[config.mk]
export PLATFORM = sky130hd
export DESIGN_NAME = miller_rabin_prime_test_64
export DESIGN_NICKNAME = d
export VERILOG_FILES = /design/src/sv/mrpt_pkg.sv /design/src/sv/mrpt_modmul.sv /design/src/sv/miller_rabin_prime_test_64.sv
export SDC_FILE = /design/constraint.sdc
export NUM_CORES = 2
export LEC_CHECK = 0
export BUFFER_PORTS_ARGS = -buffer_cell sky130_fd_sc_hd__buf_2
export CORE_MARGIN = 4
export CORE_UTILIZATION = 55
export DETAILED_ROUTE_END_ITERATION = 7
export PLACE_DENSITY_LB_ADDON = 0.3
export SLEW_MARGIN = 20
export SYNTH_ARGS = -nofsm -noshare
export SYNTH_HDL_FRONTEND = slang
export SYNTH_SLANG_ARGS = --single-unit
[constraint.sdc]
create_clock -name clk -period 12.35 [get_ports clk]
set_clock_uncertainty 0.05 [all_clocks]
set_input_delay 1.8525 -clock clk [delete_from_list [all_inputs] [get_ports clk]]
set_output_delay 1.8525 -clock clk [all_outputs]
set_load 0.01 [all_outputs]
[src/sv/mrpt_pkg.sv]
`timescale 1ns / 1ps
// ----------------------------------------------------------------------------
// mrpt_pkg: shared types and constants for the Miller-Rabin prime tester
// Holds the base table, the early-exit bounds and the modmul handshake structs.
// ----------------------------------------------------------------------------
package mrpt_pkg;

  localparam int unsigned NumBases = 12;
  localparam int unsigned BaseIdxW = 4;

  typedef logic [62:0] word_t;

  // modular multiplier request/response controls
  typedef struct packed {
    logic start;
  } mm_ctrl_t;

  typedef struct packed {
    logic busy;
    logic done;
  } mm_stat_t;

  localparam word_t BOUND_1 = 63'd1373653;
  localparam word_t BOUND_2 = 63'd25326001;
  localparam word_t PSEUDO  = 63'd3215031751;
  localparam word_t BOUND_3 = 63'd25000000000;
  localparam word_t BOUND_4 = 63'd2152302898747;
  localparam word_t BOUND_5 = 63'd341550071728321;

  function automatic logic [5:0] base_of(input logic [BaseIdxW-1:0] idx);
    logic [5:0] b;
    case (idx)
      4'd0:    b = 6'd2;
      4'd1:    b = 6'd3;
      4'd2:    b = 6'd5;
      4'd3:    b = 6'd7;
      4'd4:    b = 6'd11;
      4'd5:    b = 6'd13;
      4'd6:    b = 6'd17;
      4'd7:    b = 6'd19;
      4'd8:    b = 6'd23;
      4'd9:    b = 6'd29;
      4'd10:   b = 6'd31;
      4'd11:   b = 6'd37;
      default: b = 6'd2;
    endcase
    return b;
  endfunction

endpackage

[src/sv/mrpt_modmul.sv]
`timescale 1ns / 1ps
// ----------------------------------------------------------------------------
// mrpt_modmul: bit-serial modular multiplier
// Computes (a * b) mod n, one multiplier bit per cycle, MSB first.
// ----------------------------------------------------------------------------
module mrpt_modmul
  import mrpt_pkg::*;
(
  input  logic     clk,
  input  logic     rst,
  input  mm_ctrl_t ctrl,
  input  word_t    a,
  input  word_t    b,
  input  word_t    n,
  output mm_stat_t stat,
  output word_t    r
);

  logic        busy;
  logic [5:0]  cnt;
  word_t       bsh;
  logic [63:0] dbl;
  logic [63:0] dbl_red;
  logic [63:0] add;
  logic [63:0] add_red;
  logic        done;

  // double, reduce, conditionally add and reduce
  always_comb begin
    dbl     = {r, 1'b0};
    dbl_red = (dbl >= {1'b0, n}) ? dbl - {1'b0, n} : dbl;
    add     = dbl_red + {1'b0, a};
    add_red = (add >= {1'b0, n}) ? add - {1'b0, n} : add;
  end

  // step through the multiplier bits
  always_ff @(posedge clk) begin
    if (rst) begin
      busy <= 1'b0;
      done <= 1'b0;
    end else begin
      done <= 1'b0;
      if (ctrl.start && !busy) begin
        busy <= 1'b1;
        cnt  <= 6'd62;
        bsh  <= b;
        r    <= '0;
      end else if (busy) begin
        r   <= bsh[62] ? add_red[62:0] : dbl_red[62:0];
        bsh <= {bsh[61:0], 1'b0};
        cnt <= cnt - 6'd1;
        if (cnt == 6'd0) begin
          busy <= 1'b0;
          done <= 1'b1;
        end
      end
    end
  end

  assign stat.busy = busy;
  assign stat.done = done;

  always_ff @(posedge clk) begin
    if (!rst && stat.done) begin
      assert (!busy) else $error("modmul done while busy");
    end
  end

  assert property (@(posedge clk) disable iff (rst) stat.done |-> $past(busy))
    else $error("done without a running product");
  assert property (@(posedge clk) disable iff (rst) (ctrl.start && !busy) |=> busy)
    else $error("start not taken");
  assert property (@(posedge clk) disable iff (rst) busy |-> cnt <= 6'd62)
    else $error("bit counter out of range");

endmodule

[src/sv/miller_rabin_prime_test_64.sv]
`timescale 1ns / 1ps
// ----------------------------------------------------------------------------
// miller_rabin_prime_test_64: deterministic 64-bit primality tester
// Sequencer of Miller-Rabin rounds over a shared bit-serial modmul.
// ----------------------------------------------------------------------------
// Usage:
//   Input channel number/valid/ready takes one signed candidate; the output
//   channel is_prime/out_valid/out_ready returns one bit per candidate.
//   Values below 2 answer 0, 2 and 3 answer 1, all others run strong
//   probable-prime rounds with bases 2..37, stopping at the known bounds.
//   Sequence: each modular product passes through start, the multiplier
//   bits and the result. One exponent bit takes a dispatch, a multiply
//   when the bit is set, and a square; a round covers the exponent bits
//   plus its squarings, and a worst case prime runs all twelve rounds.
//   Values below 4 go straight from the transfer to the output state;
//   every other value, even ones included, runs at least the full
//   base-2 round.
//   Throughput: one candidate at a time; in_ready is high only while idle.
//   The result sits in an output register until taken; while out_ready is
//   low the block holds it and accepts no new candidate.
//   Reset: synchronous rst returns to idle with no result pending.
// ----------------------------------------------------------------------------
module miller_rabin_prime_test_64
  import mrpt_pkg::*;
(
  input  logic        clk,
  input  logic        rst,
  input  logic        in_valid,
  output logic        in_ready,
  input  logic [63:0] number,
  output logic        out_valid,
  input  logic        out_ready,
  output logic        is_prime
);

  localparam logic [3:0] S_IDLE  = 4'd0;
  localparam logic [3:0] S_ROUND = 4'd1;
  localparam logic [3:0] S_PMUL  = 4'd2;
  localparam logic [3:0] S_PSQ   = 4'd3;
  localparam logic [3:0] S_PNEXT = 4'd4;
  localparam logic [3:0] S_CHECK = 4'd5;
  localparam logic [3:0] S_SQ    = 4'd6;
  localparam logic [3:0] S_SQW   = 4'd7;
  localparam logic [3:0] S_NEXT  = 4'd8;
  localparam logic [3:0] S_OUT   = 4'd9;
  localparam logic [3:0] S_FACT  = 4'd10;
  localparam logic [3:0] S_SHR   = 4'd11;

  logic [3:0]          state;
  word_t               n;
  word_t               d;
  logic [5:0]          s;
  word_t               e;
  word_t               acc;
  word_t               bb;
  logic [5:0]          i;
  logic [BaseIdxW-1:0] k;
  logic                wait_mm;

  mm_ctrl_t mm_ctrl;
  mm_stat_t mm_stat;
  word_t    mm_a, mm_b, mm_r;
  word_t    nm1;

  assign nm1 = n - 63'd1;

  mrpt_modmul u_mm (
    .clk  (clk),
    .rst  (rst),
    .ctrl (mm_ctrl),
    .a    (mm_a),
    .b    (mm_b),
    .n    (n),
    .stat (mm_stat),
    .r    (mm_r)
  );

  // choose multiplier operands from state
  always_comb begin
    mm_ctrl.start = 1'b0;
    mm_a = acc;
    mm_b = bb;
    case (state)
      S_PMUL: begin
        mm_a = acc;
        mm_b = bb;
        mm_ctrl.start = !wait_mm;
      end
      S_PSQ: begin
        mm_a = bb;
        mm_b = bb;
        mm_ctrl.start = !wait_mm;
      end
      S_SQW: begin
        mm_a = acc;
        mm_b = acc;
        mm_ctrl.start = !wait_mm;
      end
      default: ;
    endcase
  end

  // early-exit after round k passed
  function automatic logic early_exit(input logic [BaseIdxW-1:0] kk, input word_t nn);
    logic r;
    case (kk)
      4'd1:    r = nn < BOUND_1;
      4'd2:    r = nn < BOUND_2;
      4'd3:    r = nn < BOUND_3;
      4'd4:    r = nn < BOUND_4;
      4'd6:    r = nn < BOUND_5;
      4'd11:   r = 1'b1;
      default: r = 1'b0;
    endcase
    return r;
  endfunction

  assign in_ready = (state == S_IDLE) && !out_valid;

  // sequence the rounds
  always_ff @(posedge clk) begin
    if (rst) begin
      state     <= S_IDLE;
      out_valid <= 1'b0;
      wait_mm   <= 1'b0;
    end else begin
      if (out_valid && out_ready) out_valid <= 1'b0;
      if (mm_ctrl.start) wait_mm <= 1'b1;
      unique case (state)
        S_IDLE: begin
          if (in_valid && in_ready) begin
            n <= number[62:0];
            if (number[63] || number[62:0] < 63'd2) begin
              is_prime <= 1'b0;
              state    <= S_OUT;
            end else if (number[62:0] < 63'd4) begin
              is_prime <= 1'b1;
              state    <= S_OUT;
            end else begin
              d     <= number[62:0] - 63'd1;
              s     <= '0;
              k     <= '0;
              state <= S_FACT;
            end
          end
        end
        S_FACT: begin
          // strip one trailing zero a cycle
          if (!d[0] && s < 6'd63) begin
            d <= {1'b0, d[62:1]};
            s <= s + 6'd1;
          end else begin
            state <= S_ROUND;
          end
        end
        S_ROUND: begin
          acc   <= 63'd1;
          bb    <= {57'd0, base_of(k)};
          e     <= d;
          state <= S_SHR;
        end
        S_SHR: begin
          // bases are below n except when n is small; reduce by repeated subtraction
          if (bb >= n) bb <= bb - n;
          else state <= S_PNEXT;
        end
        S_PNEXT: begin
          if (e == '0) state <= S_CHECK;
          else if (e[0]) state <= S_PMUL;
          else state <= S_PSQ;
        end
        S_PMUL: begin
          if (mm_stat.done) begin
            acc     <= mm_r;
            wait_mm <= 1'b0;
            state   <= S_PSQ;
          end
        end
        S_PSQ: begin
          if (mm_stat.done) begin
            bb      <= mm_r;
            e       <= {1'b0, e[62:1]};
            wait_mm <= 1'b0;
            state   <= S_PNEXT;
          end
        end
        S_CHECK: begin
          i <= 6'd1;
          if (acc == 63'd1 || acc == nm1) state <= S_NEXT;
          else state <= S_SQ;
        end
        S_SQ: begin
          if (i < s) state <= S_SQW;
          else begin
            is_prime <= 1'b0;
            state    <= S_OUT;
          end
        end
        S_SQW: begin
          if (mm_stat.done) begin
            acc     <= mm_r;
            wait_mm <= 1'b0;
            i       <= i + 6'd1;
            if (mm_r == nm1) state <= S_NEXT;
            else state <= S_SQ;
          end
        end
        S_NEXT: begin
          if (k == 4'd3 && n == PSEUDO) begin
            is_prime <= 1'b0;
            state    <= S_OUT;
          end else if (early_exit(k, n)) begin
            is_prime <= 1'b1;
            state    <= S_OUT;
          end else begin
            k     <= k + 4'd1;
            state <= S_ROUND;
          end
        end
        S_OUT: begin
          out_valid <= 1'b1;
          state     <= S_IDLE;
        end
        default: state <= S_IDLE;
      endcase
    end
  end

  assert property (@(posedge clk) disable iff (rst) out_valid |-> state != S_OUT)
    else $error("result overwritten while pending");
  assert property (@(posedge clk) disable iff (rst) (state == S_OUT) |=> out_valid)
    else $error("result not presented");
  assert property (@(posedge clk) disable iff (rst) (out_valid && !out_ready) |=> out_valid)
    else $error("result dropped under stall");
  assert property (@(posedge clk) disable iff (rst) in_ready |-> !mm_stat.busy)
    else $error("ready while multiplier busy");

endmodule
### Yosys cells after proc, flatten, opt, wreduce, memory -nomap -nowiden

Memories as Yosys holds them, arrays and structs flattened. A register that Yosys moved wholly into a read port is not among the register bits.
Cells that the tools add are included.

| storage, ports and cells | value |
|---|---|
| memory bits (read-only) | 96 |
| input port bits | 68 |
| output and inout bits | 3 |
| register bits after elaboration | 472 |
| memories | 1 |
| word-level logic and storage cells | 187 |

| cells by class | value |
|---|---|
| order comparisons | 12 |
| equal/unequal tests | 37 |
| bitwise gates (word level) | 2 |
| add/subtract/negate cells | 10 |
| mux-type cells | 71 |
| reductions and logical operators | 37 |

Memory list:

| name | depth | bits a word | rd ports | clocked after memory_dff | wr ports | RTL line | source |
|---|---|---|---|---|---|---|---|
| (name not given) | 16 | 6 | 1 | 1 | 0 | mrpt_pkg.sv:32 | `case (idx)` |

Operator list:

| cell | count |
|---|---|
| $mux W63 | 14 |
| $pmux W63 S2 | 3 |
| $pmux W63 S3 | 1 |
| $ge A64 B63 Y1 | 2 |
| $eq A63 B63 Y1 | 2 |
| $sub A63 B1 Y63 const B | 2 |
| $sub A63 B63 Y63 | 2 |
| $mux W4 | 17 |
| $add A64 B63 Y64 | 1 |
| $mux W64 | 1 |
| $sub A64 B63 Y64 | 1 |
| $eq A63 B1 Y1 const B | 1 |
| $eq A63 B32 Y1 const B | 1 |
| $ge A63 B63 Y1 | 1 |
| $logic_not A63 Y1 | 1 |
| $lt A63 B2 Y1 const B | 1 |
| $lt A63 B21 Y1 const B | 1 |
| $lt A63 B25 Y1 const B | 1 |
| $lt A63 B3 Y1 const B | 1 |
| $lt A63 B35 Y1 const B | 1 |
| $lt A63 B41 Y1 const B | 1 |
| $lt A63 B49 Y1 const B | 1 |
| $pmux W4 S11 | 1 |
| $mux W6 | 6 |
| 35 further kinds | 105 |

### Logic depth before layout (Yosys ltp)

| logic depth | value |
|---|---|
| word-level depth | 9 |
| mapped depth | 44 |
| depth with buffers taken out | 37 |

### Modules after synthesis

From an unflattened synthesis, not the netlist that was laid out.

| second synthesis, totals | value |
|---|---|
| cells, all modules | 5355 |
| area total of the unflattened synthesis | 44455.1 µm² |

Modules (own cells, without submodules):

| module | area each (µm²) | times used | cells an instance | seq. area each (µm²) |
|---|---|---|---|---|
| miller_rabin_prime_test_64 | 25434.4 | 1 | 2768 | 10209.8 |
| mrpt_modmul | 19020.7 | 1 | 2587 | 4003.8 |

### Worst setup path before layout

OpenSTA, ideal clock, no wires.

| timing path | value |
|---|---|
| path kind | register to register |
| start | register n[30] |
| end | register bb[0] (enable) |
| buffers on the path | 2 |
| required time | 11.480 ns |
| period minus slack after synthesis | 13.503 ns |
| arrival time | 12.633 ns |
| cell stages (with the launch flop) | 17 |
| setup time | 0.820 ns |
| slack | -1.153 ns |
| cell sequence | edfxtp_1 clkbuf_1 inv_1 ha_1 clkbuf_1 a21o_1 a21o_1 a21oi_1 and2_1 o2bb2ai_1 nor4_1 nand2_1 a21oi_1 nor2_1 o21ai_0 a21oi_1 a2111oi_0 |

| between the ends | value |
|---|---|
| cells in the longest elaborated chain, start to end | 3 |

Ends and longest elaborated chain:

| what | RTL line | source |
|---|---|---|
| from (decl) | miller_rabin_prime_test_64.sv:50 | `word_t n;` |
| from (signal assigned) | miller_rabin_prime_test_64.sv:132 | `n <= number[62:0];` |
| $ge A63 B63 Y1 | miller_rabin_prime_test_64.sv:164 | `if (bb >= n) bb <= bb - n;` |
| $ne A2 B2 Y1 (no line) | -- |  |
| $reduce_and A4 Y1 (no line) | -- |  |
| to (signal assigned) | miller_rabin_prime_test_64.sv:158 | `bb <= {57'd0, base_of(k)};` |
| to (signal assigned) | miller_rabin_prime_test_64.sv:164 |  |
| to (signal assigned) | miller_rabin_prime_test_64.sv:181 | `bb <= mm_r;` |
| to (decl) | miller_rabin_prime_test_64.sv:55 | `word_t bb;` |

Every way passes these cells.
A chain may end at the register's enable or synchronous reset.

### Final worst setup path

| timing path | value |
|---|---|
| start | register n[6] |
| end | register u_mm.r[30], data pin |

| between the ends | value |
|---|---|
| cells in the longest elaborated chain, start to end | 7 |
| elaborated cells on any way between the ends | 9 |
| classes of those cells | add/sub: 3; order compare: 2; mux: 4 |

Ends and longest elaborated chain:

| what | RTL line | source |
|---|---|---|
| $sub A64 B63 Y64 / $ge A64 B63 Y1 (equally long branches) | mrpt_modmul.sv:31 | `dbl_red = (dbl >= {1'b0, n}) ? dbl - {1'b0, n} : dbl;` |
| $mux W64 | mrpt_modmul.sv:31 |  |
| $add A64 B63 Y64 | mrpt_modmul.sv:32 | `add = dbl_red + {1'b0, a};` |
| $sub A63 B63 Y63 / $ge A64 B63 Y1 (equally long branches) | mrpt_modmul.sv:33 | `add_red = (add >= {1'b0, n}) ? add - {1'b0, n} : add;` |
| $mux W63 | mrpt_modmul.sv:33 |  |
| $mux W63 (*) | mrpt_modmul.sv:49 | `r <= bsh[62] ? add_red[62:0] : dbl_red[62:0];` |
| $mux W63 (*) | mrpt_modmul.sv:48 | `end else if (busy) begin` |
| to (signal assigned) | mrpt_modmul.sv:49 |  |
| to (decl) | mrpt_modmul.sv:16 | `output word_t r` |

Every way passes the cells marked *; elsewhere a longest branch is shown, timed or not. The select of a mux whose other input is x is not followed.

==> metrics <==
status=finished, violations left; violated checks=DRC; worst skew pair latency=0.66 ns; synthesized area per cell=8.81 sq um; minimum clock period=11.75 ns; final worst-path cycle share=0.951; library cells used by synthesis=95; sequential fraction of the synthesis area=0.338; Hold Fails Final Rpt=0; postcts setup bufs=0; Syn Std Cell Area=0.0420 sq mm; clock slew at reported path FFs=~0.070 ns; Tightest Pin Transition=1.11 ns; Crit. End Element=register; TritonRoute pass-1 iters=8; drt wl/cell=28.3 um; fraction of layout cells with a size suffix above 1=0.0851; post-layout util=0.595; Largest stage delay, worst path=0.82 ns; Die Wd=284 um; fin cells=approximately 5700; Num CTS Buffers=between 50 and 60; startpoint types=register; CTS Buffer Depth=3; most used cell, CP=a21oi_1; hold_buf cts=0; via-per-instance ratio=6.86; Final GP Congestion=1.08; cell row count=between 100 and 150; core area=0.0758 sq mm; Slew headroom=0.251; synth warn=0; Main synth FF type=edfxtp_1; first-pass GRT wire length=approximately 240000 um; clock sink count=478; Critical Path RT=between 10 and 15 ns; Synth async-reset ratio=0; post-DP HPWL=126000 um; Crit Path Class=reg2reg; htree depth=2; leading cell type in the layout, fill and taps excluded=nand2_1; Worst R2R Setup Slack=0.60 ns; Max FO, Critical Path=36; All-Layer GR Usage=0.387; Die Y-Extent=284 um; FF+latch count, synth=478; CTS tree=built; cell count after synthesis=around 4800; overflow left after global routing=0; cts repair resizes=0; drt drc=7; WP data arrival=12.05 ns; vias in the first global route=36800; total nets after synthesis=5113; sum of negative setup slack=0 ns; Clock Root Buffer=clkbuf_16; Post-synth EDFFs=464; commonest cells after routing, fill and taps aside=nand2_1 (550), edfxtp_1 (464), o21ai_0 (363); routed via count=39400; final WL=162000 um; Hold WC Path Type=reg2reg; die area=roughly 0.081 sq mm; initial antenna violation count=5; # port buffers=70; cell count after placement=approximately 5600; largest net degree at the start of global routing=between 100 and 150; RSZ-0062 raised after global routing=no; CP max stage cell=o31ai_1; DRT antenna net count=0; Initial Utilization=0.554; Slew Limit Fails=0; Area Overhead vs Synth=7.38%; NumNets Final=5057; DRT iter0 DRCs=5450; achievable clock frequency=85.1 MHz; top-level I/O count=71; endpoints failing setup=0; max capacitance violation total=0
[per-stage QoR]
stage	hold WS, ns	instance area, sq um	setup WS [ns]
after global placement	0.437	43200	1.22
after floorplan	0.427	42000	1.92
after detailed placement	0.445	43200	1.05
after CTS	0.458	45100	1.01
final	0.457	45100	0.603
after global routing	0.462	45100	0.276
[Yosys cell counts, drive strengths merged, types with 23 or more instances]
library cell	instances	area share
or3	28	0.0043
o211ai	26	0.0046
buf	39	0.0043
mux2i	73	0.017
o21bai	45	0.0080
edfxtp	464	0.33
a21o	166	0.030
nor2	333	0.030
a211oi	39	0.0070
ha	272	0.081
nand2b	34	0.0051
nand4	93	0.014
xor2	170	0.035
or4	23	0.0041
a21oi	343	0.041
nor4	97	0.017
and3	47	0.0070
nor2b	40	0.0060
nand2	550	0.049
a31oi	100	0.015
o21a	28	0.0050
nand3	82	0.0098
inv	159	0.014
o21ai	370	0.044
nor3	102	0.013
mux2	127	0.034
and2	91	0.014
xnor2	278	0.058
clkbuf	196	0.018
[worst max-delay path: cells and delay by family, from the launching register on]
kind,cells,cell delay [ns]
AO/OA/AOI/OAI,23,6.63
AND/OR/NAND/NOR,3,1.23
buffers and inverters,4,1.17
adder cells (fa/ha/maj),3,1.14
flip-flops,1,0.61
XOR/XNOR,1,0.26
multiplexers,1,0.26
[cells by family (layout without fill, tap and decap cells)]
group,after synthesis,in the layout,synth area share
buffers and inverters,397,387,0.0363
and+or+nand+nor,1584,1584,0.185
xor gates and xnor gates,455,455,0.0971
muxes,200,200,0.0514
other,0,2,0
AOI/OAI and AO/OA,1379,1379,0.209
DFF,478,478,0.338
adders and majority gates,276,276,0.0829
[path summary, 6_finish.rpt]
path                        from                        to  cells after the start
setup / recovery  n[6]$_DFFE_PP_  u_mm.r[30]$_SDFFCE_PP0P_                     35
hold / removal          register           bb[0]$_DFFE_PP_                      2
setup reg to reg  n[6]$_DFFE_PP_  u_mm.r[30]$_SDFFCE_PP0P_                     35
hold reg to reg         register           bb[0]$_DFFE_PP_                      2
[state kept, by name (all words and copies together) (netlist names), named ones only]
| signal | flops |
|---|---|
| acc | 63 |
| bb | 63 |
| d | 63 |
| e | 63 |
| n | 63 |
| u_mm.bsh | 63 |
| u_mm.r | 63 |
| i | 6 |
| s | 6 |
| u_mm.cnt | 6 |
| k | 4 |
| state | 4 |
| is_prime | 1 |
| out_valid | 1 |
| u_mm.busy | 1 |
| u_mm.done | 1 |
[metal layers]
| metal | track usage | up-vias | wire [um] |
|---|---|---|---|
| met1 | 0.534 | 18600 | 64600 |
| met4 | 0.178 | 10 | 8920 |
| li1 | - | 17700 | - |
| met2 | 0.583 | 2515 | 69100 |
| met5 | 0 | - | 65 |
| met3 | 0.0855 | 461 | 19800 |
[cell type report]
class,count,area (sq um)
Fill cell,6775,30700
Multi-Input combinational cell,3894,26400
Sequential cell,478,14200
Clock buffer,67,1460
Tap cell,978,1220
Timing Repair Buffer,120,751
Inverter,162,608
Clock inverter,38,460
Antenna cell,2,5.00
Power is not shown: default switching activity piles up to over one toggle a cycle in this logic, so the estimate is an artifact.
